$ cat src/hdl/aimd_pkg.sv
package aimd_pkg;

    localparam int TIME_W   = 48;
    localparam int WIN_W    = 16;
    localparam int CNT_W    = 32;
    localparam int BETA_W   = 16;
    localparam int CFG_IDX_W = 4;
    localparam int CFG_DAT_W = 48;

    // input item kinds
    localparam logic [1:0] MODE_TICK = 2'd0;
    localparam logic [1:0] MODE_ACK  = 2'd1;

    // result status codes
    localparam logic [2:0] ST_OK        = 3'd0;
    localparam logic [2:0] ST_IGNORED   = 3'd1;
    localparam logic [2:0] ST_BADTIME   = 3'd2;
    localparam logic [2:0] ST_EMPTY     = 3'd3;
    localparam logic [2:0] ST_DECREASED = 3'd4;

    // classified operations handed from front to back
    localparam logic [2:0] OP_TICK   = 3'd0;
    localparam logic [2:0] OP_GROW   = 3'd1;
    localparam logic [2:0] OP_CUT    = 3'd2;
    localparam logic [2:0] OP_BAD    = 3'd3;
    localparam logic [2:0] OP_IGNORE = 3'd4;

    // configuration register indexes
    localparam logic [CFG_IDX_W-1:0] CFG_THRESHOLD = 4'd0;
    localparam logic [CFG_IDX_W-1:0] CFG_BETA      = 4'd1;
    localparam logic [CFG_IDX_W-1:0] CFG_GAP       = 4'd2;
    localparam logic [CFG_IDX_W-1:0] CFG_BUDGET    = 4'd3;

    localparam logic [WIN_W-1:0]  WIN_MAX = 16'hFFFF;
    localparam logic [CNT_W-1:0]  CNT_MAX = 32'hFFFF_FFFF;
    localparam logic [BETA_W-1:0] BETA_RESET = 16'd32768;
    localparam logic [TIME_W-1:0] GAP_RESET  = 48'd1;

    typedef struct packed {
        logic [2:0]        op;
        logic [TIME_W-1:0] delay;
    } cmd_t;

    typedef struct packed {
        logic [TIME_W-1:0] delay_threshold;
        logic [BETA_W-1:0] beta_q16;
        logic [TIME_W-1:0] packet_gap;
    } cfg_t;

    typedef struct packed {
        logic             load;
        logic [CNT_W-1:0] value;
    } budget_wr_t;

endpackage

$ cat src/hdl/aimd_req_if.sv
interface aimd_req_if;
    logic                        valid;
    logic                        ready;
    logic [1:0]                  mode;
    logic [aimd_pkg::TIME_W-1:0] arrive_time;
    logic [aimd_pkg::TIME_W-1:0] sent_stamp;

    modport source (output valid, mode, arrive_time, sent_stamp, input ready);
    modport sink   (input valid, mode, arrive_time, sent_stamp, output ready);
endinterface

$ cat src/hdl/aimd_rsp_if.sv
interface aimd_rsp_if;
    logic                        valid;
    logic                        ready;
    logic                        send_packet;
    logic [aimd_pkg::TIME_W-1:0] next_gap;
    logic [aimd_pkg::WIN_W-1:0]  window;
    logic [aimd_pkg::WIN_W-1:0]  in_flight;
    logic [aimd_pkg::TIME_W-1:0] rtt_delay;
    logic [2:0]                  status;

    modport source (output valid, send_packet, next_gap, window, in_flight, rtt_delay,
                    status, input ready);
    modport sink   (input valid, send_packet, next_gap, window, in_flight, rtt_delay,
                    status, output ready);
endinterface

$ cat src/hdl/aimd_cfg_if.sv
interface aimd_cfg_if;
    logic                           valid;
    logic                           ready;
    logic [aimd_pkg::CFG_IDX_W-1:0] index;
    logic [aimd_pkg::CFG_DAT_W-1:0] data;

    modport source (output valid, index, data, input ready);
    modport sink   (input valid, index, data, output ready);
endinterface

$ cat src/hdl/aimd_front.sv
module aimd_front (
    aimd_req_if.sink                    req,
    input  logic [aimd_pkg::TIME_W-1:0] delay_threshold,
    input  logic                        q_full,
    output logic                        push,
    output aimd_pkg::cmd_t              cmd
);

    logic [aimd_pkg::TIME_W:0]   diff;
    logic [aimd_pkg::TIME_W-1:0] delay;
    logic                        bad_time;
    logic                        below;
    logic [2:0]                  op;

    assign req.ready = !q_full;
    assign push      = req.valid && !q_full;

    // borrow out of the subtract flags an ack from the future
    assign diff     = {1'b0, req.arrive_time} - {1'b0, req.sent_stamp};
    assign bad_time = diff[aimd_pkg::TIME_W];
    assign delay    = diff[aimd_pkg::TIME_W-1:0];
    assign below    = delay < delay_threshold;

    always_comb
    begin
        case (req.mode)
            aimd_pkg::MODE_TICK: op = aimd_pkg::OP_TICK;
            aimd_pkg::MODE_ACK:
            begin
                if (bad_time)
                    op = aimd_pkg::OP_BAD;
                else if (below)
                    op = aimd_pkg::OP_GROW;
                else
                    op = aimd_pkg::OP_CUT;
            end
            default: op = aimd_pkg::OP_IGNORE;
        endcase
    end

    assign cmd.op    = op;
    assign cmd.delay = (op == aimd_pkg::OP_GROW || op == aimd_pkg::OP_CUT) ? delay : '0;

endmodule

$ cat src/hdl/aimd_queue.sv
module aimd_queue #(
    parameter int DEPTH = 2
) (
    input  logic           clk,
    input  logic           rst_n,
    input  logic           push,
    input  aimd_pkg::cmd_t push_cmd,
    input  logic           pop,
    output logic           full,
    output logic           not_empty,
    output aimd_pkg::cmd_t head
);

    localparam int PTR_W = (DEPTH > 1) ? $clog2(DEPTH) : 1;
    localparam int CNT_W = $clog2(DEPTH + 1);

    aimd_pkg::cmd_t   slot_reg [DEPTH];
    logic [PTR_W-1:0] wr_ptr_reg, wr_ptr_next;
    logic [PTR_W-1:0] rd_ptr_reg, rd_ptr_next;
    logic [CNT_W-1:0] count_reg, count_next;

    assign full      = count_reg == CNT_W'(DEPTH);
    assign not_empty = count_reg != '0;
    assign head      = slot_reg[rd_ptr_reg];

    always_comb
    begin
        wr_ptr_next = wr_ptr_reg;
        rd_ptr_next = rd_ptr_reg;
        count_next  = count_reg;
        if (push)
            wr_ptr_next = (wr_ptr_reg == PTR_W'(DEPTH - 1)) ? '0 : wr_ptr_reg + 1'b1;
        if (pop)
            rd_ptr_next = (rd_ptr_reg == PTR_W'(DEPTH - 1)) ? '0 : rd_ptr_reg + 1'b1;
        if (push && !pop)
            count_next = count_reg + 1'b1;
        else if (pop && !push)
            count_next = count_reg - 1'b1;
    end

    always_ff @(posedge clk or negedge rst_n)
    begin
        if (!rst_n)
        begin
            wr_ptr_reg <= '0;
            rd_ptr_reg <= '0;
            count_reg  <= '0;
        end
        else
        begin
            wr_ptr_reg <= wr_ptr_next;
            rd_ptr_reg <= rd_ptr_next;
            count_reg  <= count_next;
        end
    end

    always_ff @(posedge clk)
    begin
        if (push)
            slot_reg[wr_ptr_reg] <= push_cmd;
    end

    a_count_bound: assert property (@(posedge clk) disable iff (!rst_n)
        count_reg <= CNT_W'(DEPTH))
        else $error("queue count beyond depth");

    a_no_pop_empty: assert property (@(posedge clk) disable iff (!rst_n)
        pop |-> not_empty)
        else $error("pop from empty queue");

endmodule

$ cat src/hdl/aimd_back.sv
module aimd_back (
    input  logic                 clk,
    input  logic                 rst_n,
    input  logic                 q_valid,
    input  aimd_pkg::cmd_t       cmd,
    output logic                 pop,
    input  aimd_pkg::cfg_t       cfg_regs,
    input  aimd_pkg::budget_wr_t budget_wr,
    aimd_rsp_if.source           rsp
);

    logic [aimd_pkg::WIN_W-1:0]  cwnd_reg, cwnd_next;
    logic [aimd_pkg::WIN_W-1:0]  outstanding_reg, outstanding_next;
    logic [aimd_pkg::CNT_W-1:0]  acked_reg, acked_next;
    logic [aimd_pkg::CNT_W-1:0]  budget_reg, budget_next;

    logic                        valid_reg, valid_next;
    logic                        send_reg, send_next;
    logic [aimd_pkg::TIME_W-1:0] gap_reg, gap_next;
    logic [aimd_pkg::TIME_W-1:0] delay_reg;
    logic [2:0]                  status_reg, status_next;

    logic [aimd_pkg::WIN_W-1:0]  out_dec;
    logic [aimd_pkg::WIN_W-1:0]  cwnd_inc;
    logic [2*aimd_pkg::WIN_W-1:0] product;
    logic [aimd_pkg::WIN_W-1:0]  cut_win;

    // output register frees up when empty or being taken this cycle
    assign pop = q_valid && (!valid_reg || rsp.ready);

    assign out_dec  = (outstanding_reg != '0) ? outstanding_reg - 1'b1 : outstanding_reg;
    assign cwnd_inc = (cwnd_reg != aimd_pkg::WIN_MAX) ? cwnd_reg + 1'b1 : cwnd_reg;
    assign product  = cwnd_reg * cfg_regs.beta_q16;
    assign cut_win  = product[2*aimd_pkg::WIN_W-1:aimd_pkg::WIN_W];

    always_comb
    begin
        cwnd_next        = cwnd_reg;
        outstanding_next = outstanding_reg;
        acked_next       = acked_reg;
        budget_next      = budget_reg;
        send_next        = 1'b0;
        gap_next         = '0;
        status_next      = aimd_pkg::ST_OK;
        case (cmd.op)
            aimd_pkg::OP_TICK:
            begin
                if (budget_reg == '0)
                    status_next = aimd_pkg::ST_EMPTY;
                else
                begin
                    gap_next = cfg_regs.packet_gap;
                    if (outstanding_reg < cwnd_reg)
                    begin
                        outstanding_next = outstanding_reg + 1'b1;
                        budget_next      = budget_reg - 1'b1;
                        send_next        = 1'b1;
                    end
                end
            end
            aimd_pkg::OP_GROW:
            begin
                cwnd_next  = cwnd_inc;
                acked_next = (acked_reg != aimd_pkg::CNT_MAX) ? acked_reg + 1'b1 : acked_reg;
                // extra send on a good ack, not charged to the budget
                if (out_dec < cwnd_inc)
                begin
                    outstanding_next = out_dec + 1'b1;
                    send_next        = 1'b1;
                end
                else
                    outstanding_next = out_dec;
            end
            aimd_pkg::OP_CUT:
            begin
                cwnd_next        = (cut_win == '0) ? aimd_pkg::WIN_W'(1) : cut_win;
                outstanding_next = '0;
                status_next      = aimd_pkg::ST_DECREASED;
            end
            aimd_pkg::OP_BAD: status_next = aimd_pkg::ST_BADTIME;
            default:          status_next = aimd_pkg::ST_IGNORED;
        endcase
    end

    always_comb
    begin
        if (pop)
            valid_next = 1'b1;
        else if (rsp.ready)
            valid_next = 1'b0;
        else
            valid_next = valid_reg;
    end

    always_ff @(posedge clk or negedge rst_n)
    begin
        if (!rst_n)
        begin
            cwnd_reg        <= aimd_pkg::WIN_W'(1);
            outstanding_reg <= '0;
            acked_reg       <= '0;
            budget_reg      <= '0;
            valid_reg       <= 1'b0;
        end
        else
        begin
            valid_reg <= valid_next;
            if (pop)
            begin
                cwnd_reg        <= cwnd_next;
                outstanding_reg <= outstanding_next;
                acked_reg       <= acked_next;
            end
            if (budget_wr.load)
                budget_reg <= budget_wr.value;
            else if (pop)
                budget_reg <= budget_next;
        end
    end

    always_ff @(posedge clk)
    begin
        if (pop)
        begin
            send_reg   <= send_next;
            gap_reg    <= gap_next;
            delay_reg  <= cmd.delay;
            status_reg <= status_next;
        end
    end

    // window and in-flight after the item are the updated state itself
    assign rsp.valid       = valid_reg;
    assign rsp.send_packet = send_reg;
    assign rsp.next_gap    = gap_reg;
    assign rsp.window      = cwnd_reg;
    assign rsp.in_flight   = outstanding_reg;
    assign rsp.rtt_delay   = delay_reg;
    assign rsp.status      = status_reg;

    a_window_nonzero: assert property (@(posedge clk) disable iff (!rst_n)
        cwnd_reg != '0)
        else $error("window reached zero");

    a_inflight_bound: assert property (@(posedge clk) disable iff (!rst_n)
        outstanding_reg <= cwnd_reg)
        else $error("in-flight above window");

    a_budget_monotone: assert property (@(posedge clk) disable iff (!rst_n)
        !$past(budget_wr.load) |-> budget_reg <= $past(budget_reg))
        else $error("budget grew without a write");

    a_acked_monotone: assert property (@(posedge clk) disable iff (!rst_n)
        acked_reg >= $past(acked_reg))
        else $error("acked count went down");

endmodule

$ cat src/hdl/aimd_congestion_window.sv
// a word accepted into the queue reaches rsp once the back end pops it into its output register
// throughput: one word per cycle while rsp.ready takes each result; the back end updates state on each pop
// a queue (two entries by default, QUEUE_DEPTH) between classify and update lets each side stall on its own
// reset: window 1, in-flight 0, budget 0, threshold 0, beta 32768, gap 1
// writing the budget register also reloads the remaining budget
module aimd_congestion_window #(
    parameter int QUEUE_DEPTH = 2
) (
    input  logic       clk,
    input  logic       rst_n,
    aimd_req_if.sink   req,
    aimd_rsp_if.source rsp,
    aimd_cfg_if.sink   cfg
);

    logic [aimd_pkg::TIME_W-1:0] thr_reg;
    logic [aimd_pkg::BETA_W-1:0] beta_reg;
    logic [aimd_pkg::TIME_W-1:0] gap_reg;

    aimd_pkg::cfg_t       cfg_regs;
    aimd_pkg::budget_wr_t budget_wr;
    aimd_pkg::cmd_t       push_cmd;
    aimd_pkg::cmd_t       head;
    logic                 push;
    logic                 pop;
    logic                 q_full;
    logic                 q_valid;
    logic                 cfg_wr;

    assign cfg.ready = 1'b1;
    assign cfg_wr    = cfg.valid;

    always_ff @(posedge clk or negedge rst_n)
    begin
        if (!rst_n)
        begin
            thr_reg  <= '0;
            beta_reg <= aimd_pkg::BETA_RESET;
            gap_reg  <= aimd_pkg::GAP_RESET;
        end
        else if (cfg_wr)
        begin
            case (cfg.index)
                aimd_pkg::CFG_THRESHOLD: thr_reg  <= cfg.data;
                aimd_pkg::CFG_BETA:      beta_reg <= cfg.data[aimd_pkg::BETA_W-1:0];
                aimd_pkg::CFG_GAP:       gap_reg  <= cfg.data;
                default: ;
            endcase
        end
    end

    assign cfg_regs.delay_threshold = thr_reg;
    assign cfg_regs.beta_q16        = beta_reg;
    assign cfg_regs.packet_gap      = gap_reg;
    assign budget_wr.load           = cfg_wr && (cfg.index == aimd_pkg::CFG_BUDGET);
    assign budget_wr.value          = cfg.data[aimd_pkg::CNT_W-1:0];

    aimd_front u_front (
        .req             (req),
        .delay_threshold (cfg_regs.delay_threshold),
        .q_full          (q_full),
        .push            (push),
        .cmd             (push_cmd)
    );

    aimd_queue #(
        .DEPTH (QUEUE_DEPTH)
    ) u_queue (
        .clk       (clk),
        .rst_n     (rst_n),
        .push      (push),
        .push_cmd  (push_cmd),
        .pop       (pop),
        .full      (q_full),
        .not_empty (q_valid),
        .head      (head)
    );

    aimd_back u_back (
        .clk       (clk),
        .rst_n     (rst_n),
        .q_valid   (q_valid),
        .cmd       (head),
        .pop       (pop),
        .cfg_regs  (cfg_regs),
        .budget_wr (budget_wr),
        .rsp       (rsp)
    );

endmodule
$ cat src/flat_wrapper.sv
// flat-port wrapper written by rule: the top's interface ports become plain ports
module aimd_congestion_window_flat 
#(
    parameter int QUEUE_DEPTH = 2
)
  (clk, rst_n, req_valid, req_mode, req_arrive_time, req_sent_stamp, req_ready, rsp_valid, rsp_send_packet, rsp_next_gap, rsp_window, rsp_in_flight, rsp_rtt_delay, rsp_status, rsp_ready, cfg_valid, cfg_index, cfg_data, cfg_ready);
  aimd_req_if req_i ();
  aimd_rsp_if rsp_i ();
  aimd_cfg_if cfg_i ();
  input  logic clk;
  input  logic rst_n;
  input wire logic [$bits(req_i.valid)-1:0] req_valid;
  input wire logic [$bits(req_i.mode)-1:0] req_mode;
  input wire logic [$bits(req_i.arrive_time)-1:0] req_arrive_time;
  input wire logic [$bits(req_i.sent_stamp)-1:0] req_sent_stamp;
  output wire logic [$bits(req_i.ready)-1:0] req_ready;
  output wire logic [$bits(rsp_i.valid)-1:0] rsp_valid;
  output wire logic [$bits(rsp_i.send_packet)-1:0] rsp_send_packet;
  output wire logic [$bits(rsp_i.next_gap)-1:0] rsp_next_gap;
  output wire logic [$bits(rsp_i.window)-1:0] rsp_window;
  output wire logic [$bits(rsp_i.in_flight)-1:0] rsp_in_flight;
  output wire logic [$bits(rsp_i.rtt_delay)-1:0] rsp_rtt_delay;
  output wire logic [$bits(rsp_i.status)-1:0] rsp_status;
  input wire logic [$bits(rsp_i.ready)-1:0] rsp_ready;
  input wire logic [$bits(cfg_i.valid)-1:0] cfg_valid;
  input wire logic [$bits(cfg_i.index)-1:0] cfg_index;
  input wire logic [$bits(cfg_i.data)-1:0] cfg_data;
  output wire logic [$bits(cfg_i.ready)-1:0] cfg_ready;
  assign req_i.valid = req_valid;
  assign req_i.mode = req_mode;
  assign req_i.arrive_time = req_arrive_time;
  assign req_i.sent_stamp = req_sent_stamp;
  assign req_ready = req_i.ready;
  assign rsp_valid = rsp_i.valid;
  assign rsp_send_packet = rsp_i.send_packet;
  assign rsp_next_gap = rsp_i.next_gap;
  assign rsp_window = rsp_i.window;
  assign rsp_in_flight = rsp_i.in_flight;
  assign rsp_rtt_delay = rsp_i.rtt_delay;
  assign rsp_status = rsp_i.status;
  assign rsp_i.ready = rsp_ready;
  assign cfg_i.valid = cfg_valid;
  assign cfg_i.index = cfg_index;
  assign cfg_i.data = cfg_data;
  assign cfg_ready = cfg_i.ready;
  aimd_congestion_window #(.QUEUE_DEPTH(QUEUE_DEPTH)) u_core (.clk(clk), .rst_n(rst_n), .req(req_i), .rsp(rsp_i), .cfg(cfg_i));
endmodule
$ cat config.mk
export PLATFORM = sky130hd
export DESIGN_NAME = aimd_congestion_window_flat
export DESIGN_NICKNAME = d
export VERILOG_FILES = /design/src/hdl/aimd_pkg.sv /design/src/hdl/aimd_req_if.sv /design/src/hdl/aimd_rsp_if.sv /design/src/hdl/aimd_cfg_if.sv /design/src/hdl/aimd_front.sv /design/src/hdl/aimd_queue.sv /design/src/hdl/aimd_back.sv /design/src/hdl/aimd_congestion_window.sv /design/src/flat_wrapper.sv
export SDC_FILE = /design/constraint.sdc
export NUM_CORES = 1
export LEC_CHECK = 0
export ABC_AREA = 1
export BUFFER_PORTS_ARGS = -buffer_cell sky130_fd_sc_hd__buf_2
export CORE_MARGIN = 2
export CORE_UTILIZATION = 56
export DETAILED_ROUTE_END_ITERATION = 6
export PLACE_DENSITY_LB_ADDON = 0.2
export SETUP_SLACK_MARGIN = 0.4
export SLEW_MARGIN = 5
export SYNTH_ARGS = -nofsm -noshare
export SYNTH_HDL_FRONTEND = slang
export SYNTH_SLANG_ARGS = --single-unit
$ cat constraint.sdc
create_clock -name clk -period 6.6 [get_ports clk]
set_input_delay 0.66 -clock clk [delete_from_list [all_inputs] [get_ports clk]]
set_output_delay 0.66 -clock clk [all_outputs]
set_load 0.1 [all_outputs]
==> results of run 1 <==
==> timing repair <==
item	CTS	global route
gates resized for setup	0	77
setup buffers	0	44
hold buffers	0	0
endpoints found under the setup margin	0	16
==> per-layer routing <==
layer  track usage  vias up
met5             0        -
met4       0.09166        4
met3       0.04191      157
met2        0.4757     1082
met1        0.4401    12614
li1              -    12518
==> synth_stat cells, types with 9 or more instances <==
library cell,instances
nand2_1,785
inv_1,776
nor2_1,349
ha_1,234
o21ai_0,214
edfxtp_1,202
fa_1,194
dfrtp_1,178
a21oi_1,168
nand3_1,138
clkbuf_1,92
xor2_1,77
mux2_2,48
nor3_1,34
nand4_1,23
xnor2_1,22
nand2_2,19
a31oi_1,18
buf_2,14
nor2_2,14
o211ai_1,14
nand3_2,13
o21a_1,13
o221ai_1,13
a21o_1,12
buf_1,12
nor2_4,11
nor4_1,11
a21oi_2,10
inv_2,10
buf_6,9
==> through the flow <==
stage | hold WS, ns | worst slack, ns
6_report | 0.1719 | 0.6370
5_1_grt | 0.2466 | 0.3864
4_1_cts | 0.2155 | 0.4412
3_5_place_dp | 0.4635 | 0.4437
3_3_place_gp | 0.4608 | 0.4768
2_1_floorplan | 0.3644 | 0.4180
==> cell type report <==
cell class | count | share of cell area
timing repair buffer | 350 | 0.05548
inverter | 787 | 0.08348
clock inverter | 23 | 0.006435
clock buffer | 59 | 0.03645
multi-input combinational | 2505 | 0.4898
tap | 748 | 0.02645
sequential | 383 | 0.3019
==> cells by family (layout without fill, tap and decap cells) <==
family / count (synthesis) / after routing
compound gates: 505 / 505
other cells: 1 / 1
simple gates: 1423 / 1423
buf+inv: 921 / 1219
flops: 383 / 383
xor+xnor: 99 / 99
mux: 49 / 49
fa+ha+maj: 428 / 428
==> path summary, 6_finish.rpt <==
| kind | start | end | slack, ns |
|---|---|---|---|
| setup / recovery | u_core.u_back.rsp.window[10] | u_core.u_back.rsp.window[0] | 0.64 |
| hold / removal | rst_n | u_core.u_back.rsp.in_flight[12] | 0.17 |
| setup reg to reg | u_core.u_back.rsp.window[10] | u_core.u_back.rsp.window[0] | 0.64 |
| hold reg to reg | u_core.u_queue.count_reg[0] | u_core.u_queue.count_reg[0] | 0.48 |
| max in group asynchronous | rst_n | u_core.thr_reg[44] | 5.13 |
| min in group clk | rsp_ready | u_core.u_back.rsp.valid | 0.27 |
==> cell usage in the layout (no fill, tap or decap), types with 25 or more instances in the layout <==
| cell type | count |
|---|---|
| nor2_1 | 339 |
| buf_2 | 288 |
| inv_1 | 776 |
| nand3_1 | 134 |
| dfrtp_1 | 149 |
| nand2_1 | 779 |
| ha_1 | 229 |
| buf_4 | 50 |
| fa_1 | 194 |
| edfxtp_1 | 202 |
| xor2_1 | 76 |
| clkbuf_16 | 46 |
| mux2_2 | 48 |
| nor3_1 | 30 |
| a21oi_1 | 156 |
| o21ai_0 | 207 |
| nand2_2 | 25 |
==> flow_metrics.py, run 1 <==
metrics = {
    "clocking": {
        "cts_root_buf": "clkbuf_16",
        "cts_tree": "built",
        "clkSinkCount": 383,
        "clkTransAtPathRegs_ns": 0.06,
        "clk_path_buf_depth": 3,
        "clk_latency_ns": 0.59,
        "cts_made_buffers": 44,
        "htree_levels": 2,
    },
    "logic_synthesis": {
        "synth.largest_area_cell": "edfxtp_1",
        "synth_seq_cells": 383,
        "synth_mux_area_frac": 0.01799,
        "synth_top_family_by_area": "adder cells",
        "yosys_warnings": 0,
        "ys_seq_area_frac": 0.3387,
        "async_reset_ff_frac": 0.4726,
        "synth_simple_gate_area_frac": 0.1922,
        "synthCells": 3809,
        "synth_edf_count": 202,
        "synthAdderAreaFrac": 0.2177,
        "synthesis.area_um2": 31290,
        "yosys-top-cells-area": "edfxtp_1, dfrtp_1, fa_1, nand2_1, ha_1",
        "synth_top_area_share": 0.1939,
        "syn-mean-instance-area_um2": 8.214,
        "synth_xor_area_frac": 0.02771,
        "synth-compound-area-share": 0.09145,
        "syn_nets": 4392,
        "ys.flop_type": "edfxtp_1",
        "synthDistinctLibCells": 64,
    },
    "die": {
        "start_util": 0.5668,
        "core.rowCount": 86,
        "die-area_um2": 57780,
        "fp.dieH_um": 240.4,
        "ios": 290,
        "coreArea_um2": 55200,
        "die_w_um": 240.4,
    },
    "final_layout": {
        "ff_latch_area_um2": 10680,
        "n_fill_cell": 4854,
        "final_nets": 4654,
        "finalCoreUtilization": 0.6411,
        "drive_above_1_share": 0.1575,
        "fin_cells": 4855,
        "antenna_cells": 0,
        "area_growth_syn_to_layout_pct": 13.10,
        "multi_input_area_um2": 17330,
        "design_area_um2": 35390,
        "largest_reg_flops": 102,
    },
    "detailed_routing": {
        "vias_per_cell": 5.433,
        "dr_wl_met2_um": 40370,
        "drtPass1Iterations": 6,
        "antenna_left": 0,
        "route.met3.wl_um": 7186,
        "top_layer": "met5",
        "wl_per_cell_um": 18.46,
        "route.detailed.drc": 0,
        "dr.first_iter.drc_count": 2616,
        "met1_length_um": 39470,
        "wirelength_um": 89630,
        "via_count": 26375,
    },
    "timing": {
        "period_needed_ns": 5.963,
        "hold_viol": 0,
        "grt_setup_unrepaired": "no",
        "fmax_mhz": 167.7,
        "setup_viol": 0,
        "finalCritPeriodShare": 0.9035,
        "worstMarginPinSlew_ns": 1.096,
        "tns_ns": 0,
        "finClkSkew_ns": 0.02663,
        "final_max_slew_viol_count": 0,
        "relSlewSlack": 0.2671,
    },
    "setup_path": {
        "cp_max_fo": 7,
        "rr_worst_depth": 25,
        "cp_top_family": "adder cells",
        "cp.depth": 25,
        "slowest_stage": "fa_1",
        "slowest_delay_ns": 0.56,
        "worst_setup_path_start_kind": "flop",
        "required_ns": 7.11,
        "cp.arrival_ns": 6.47,
        "critical_path_class": "reg2reg",
        "cp.buffers_inverters": 5,
        "crit_path_end_kind": "flop",
    },
    "global_routing": {
        "track_usage": 0.3038,
        "gr-total-overflow": 0,
        "grt_pass1_vias": 24984,
        "grt_max_degree": 105,
        "antenna_found_initial": 2,
        "grt_pass1_wl_um": 136200,
    },
    "place": {
        "placed_area_um2": 33280,
        "port_buffers": 288,
        "place_inst": 4729,
        "place_congestion": 0.9556,
        "hpwl_um": 67050,
    },
    "flow_run": {
        "cap_violations": 0,
    },
    "hold_path": {
        "hold_path_class": "in2async",
    },
    "run_status": {
        "outcome": "completed",
    },
}
Power of run 1 is not shown: default switching activity piles up to over one toggle a cycle in this logic, so the estimate is an artifact.
==> inputs of run 2 (changes only) <==
--- a/config.mk
+++ b/config.mk
@@ -6,10 +6,10 @@
 export NUM_CORES = 1
 export LEC_CHECK = 0
 export ABC_AREA = 1
-export BUFFER_PORTS_ARGS = -buffer_cell sky130_fd_sc_hd__buf_2
 export CORE_MARGIN = 2
-export CORE_UTILIZATION = 56
+export CORE_UTILIZATION = 60
 export DETAILED_ROUTE_END_ITERATION = 6
+export DONT_BUFFER_PORTS = 1
 export PLACE_DENSITY_LB_ADDON = 0.2
 export SETUP_SLACK_MARGIN = 0.4
 export SLEW_MARGIN = 5
==> run 2 against run 1 <==
  * The run now ends with hold timing left
  * Largest cell class unchanged
  * First-iteration DRC count shrank 24%
  * Clock skew grew 0.0059 ns
  * Count of clock-buffer cells in the layout shrank 10
  * Die area shrank 6.6%
  * Cell count shrank 7.0%
  * Register-to-register slack lost 0.06 ns
  * Worst hold slack lost 0.24 ns
  * Maximum frequency shrank 1.0%
  * Critical path depth is the same
  * Sequential share of layout area grew 1.3 points
  * Sequential cell count is the same
==> flow_metrics.py, run 2 (synthesis gave the netlist of run 1 again) <==
metrics = {
    "detailed_routing": {
        "wl_per_cell_um": 19.29,
        "drtPass1Iterations": 6,
        "antenna_left": 0,
        "dr.first_iter.drc_count": 1998,
        "vias_per_cell": 5.612,
        "via_count": 25329,
        "wirelength_um": 87040,
        "route.detailed.drc": 0,
    },
    "clocking": {
        "cts_tree": "built",
        "htree_levels": 2,
        "clk_latency_ns": 0.59,
        "clk_path_buf_depth": 3,
        "clkSinkCount": 383,
        "cts_root_buf": "clkbuf_16",
        "clkTransAtPathRegs_ns": 0.06,
        "cts_made_buffers": 42,
    },
    "final_layout": {
        "mostFrequentLayoutCells": "nand2_1, inv_1, nor2_1",
        "mostFrequentLayoutCell": "nand2_1",
        "final_nets": 4382,
        "antenna_cells": 0,
        "n_fill_cell": 4323,
        "area_growth_syn_to_layout_pct": 8.422,
        "drive_above_1_share": 0.09444,
        "largest_reg_flops": 102,
    },
    "setup_path": {
        "crit_start": "u_core.beta_reg[15]",
        "cp.buffers_inverters": 4,
        "worst_setup_path_start_kind": "flop",
        "r2r_start": "u_core.beta_reg[15]",
        "slowest_delay_ns": 0.69,
        "required_ns": 7.11,
        "cp.arrival_ns": 6.54,
        "crit_path_end_kind": "flop",
        "cp.depth": 25,
        "r2r_end": "u_core.u_back.rsp.window[0]",
        "crit_end": "u_core.u_back.rsp.window[0]",
        "cp_top_family": "adder cells",
        "slowest_stage": "dfstp_4",
        "rr_worst_depth": 25,
        "critical_path_class": "reg2reg",
        "crit_top_cell": "nand2_1",
        "reg2reg_slack_ns": 0.58,
        "cp_max_fo": 12,
    },
    "die": {
        "start_util": 0.6087,
        "die_w_um": 232.4,
        "ios": 290,
        "fp.dieH_um": 232.4,
        "die-area_um2": 53990,
        "core.rowCount": 83,
        "coreArea_um2": 51410,
    },
    "global_routing": {
        "grt_max_degree": 181,
        "grt_pass1_vias": 24717,
        "antenna_found_initial": 3,
        "grt_pass1_wl_um": 135200,
        "track_usage": 0.3236,
        "gr-total-overflow": 0,
    },
    "timing": {
        "setup_viol": 0,
        "tns_ns": 0,
        "relSlewSlack": 0.1914,
        "hold_viol": 7,
        "fmax_mhz": 166.0,
        "worstMarginPinSlew_ns": 1.213,
        "finClkSkew_ns": 0.03255,
        "period_needed_ns": 6.024,
        "holdWs_ns": -0.06944,
        "final_max_slew_viol_count": 0,
        "grt_setup_unrepaired": "yes",
        "finalCritPeriodShare": 0.9127,
        "worst_slack_ns": 0.5759,
    },
    "flow_run": {
        "cap_violations": 0,
    },
    "run_status": {
        "violations": "hold timing",
        "outcome": "finished with violations",
    },
    "place": {
        "place_ws_ns": 0.4003,
        "hpwl_um": 64980,
        "port_buffers": 0,
        "place_congestion": 0.9852,
    },
    "hold_path": {
        "hold_path_class": "in2async",
    },
}
[run 2: changes by cell type in the layout (fill, tap and decap cells not counted), moves of 3 or more]
| cell | before | now |
|---|---|---|
| dfrtp_4 | 16 | 12 |
| clkinv_2 | 5 | 12 |
| buf_4 | 50 | 71 |
| inv_6 | 5 | 1 |
| buf_2 | 288 | 0 |
| clkbuf_16 | 46 | 43 |
| bufinv_16 | 2 | 6 |
| nand2_1 | 779 | 782 |
| nand2_2 | 25 | 22 |
| clkbuf_8 | 10 | 6 |
| buf_6 | 10 | 2 |
[run 2: worst min-delay path by stage]
| stage | end | slack (ns) | cells past startpoint |
|---|---|---|---|
| after CTS | u_core.u_back.rsp.valid | 0.14 | 1 |
| after global placement | u_core.u_back.rsp.in_flight[2] | 0.37 | 0 |
| after detailed placement | u_core.u_back.rsp.in_flight[1] | 0.37 | 0 |
| after floorplan | u_core.beta_reg[0] | 0.36 | 0 |
| after global routing | u_core.u_back.rsp.in_flight[6] | 0.05 | 1 |
| final | u_core.u_back.rsp.in_flight[1] | -0.07 | 1 |
[run 2: stage by stage]
stage | std cells | utilization | area, um2
2_1_floorplan | 3809 | - | 31310
3_3_place_gp | 4402 | 0.6217 | 31960
3_5_place_dp | 4402 | 0.6217 | 31960
4_1_cts | 4482 | 0.6512 | 33480
5_1_grt | 4513 | 0.6599 | 33920
6_report | 4513 | 0.6599 | 33920
[run 2: repair_timing]
item | 4_1_cts | 5_1_grt
hold buffers | 2 | 0
pin swaps | 0 | 2
setup endpoints to repair | 1 | 15
gates resized for setup | 1 | 60
endpoints found under the hold margin | 180 | 0
setup buffers | 0 | 31
[run 2: area by class of cell]
type | instances | area [um2] | share of cell area
Sequential cell | 383 | 10670 | 0.3145
Timing Repair Buffer | 80 | 680.7 | 0.02006
Clock inverter | 29 | 340.3 | 0.01003
Multi-Input combinational cell | 2505 | 17290 | 0.5096
Tap cell | 680 | 850.8 | 0.02508
Clock buffer | 49 | 1139 | 0.03356
Inverter | 787 | 2954 | 0.08708
[run 2: metal layers]
metal / up-vias / global-route usage / wire length [um]
met4: 6 / 0.1106 / 2822
met1: 12162 / 0.4589 / 37520
met5: - / 0 / 34
met2: 1021 / 0.5026 / 39680
li1: 11967 / - / -
met3: 173 / 0.05734 / 6976
Power of run 2 is left out for the same reason.
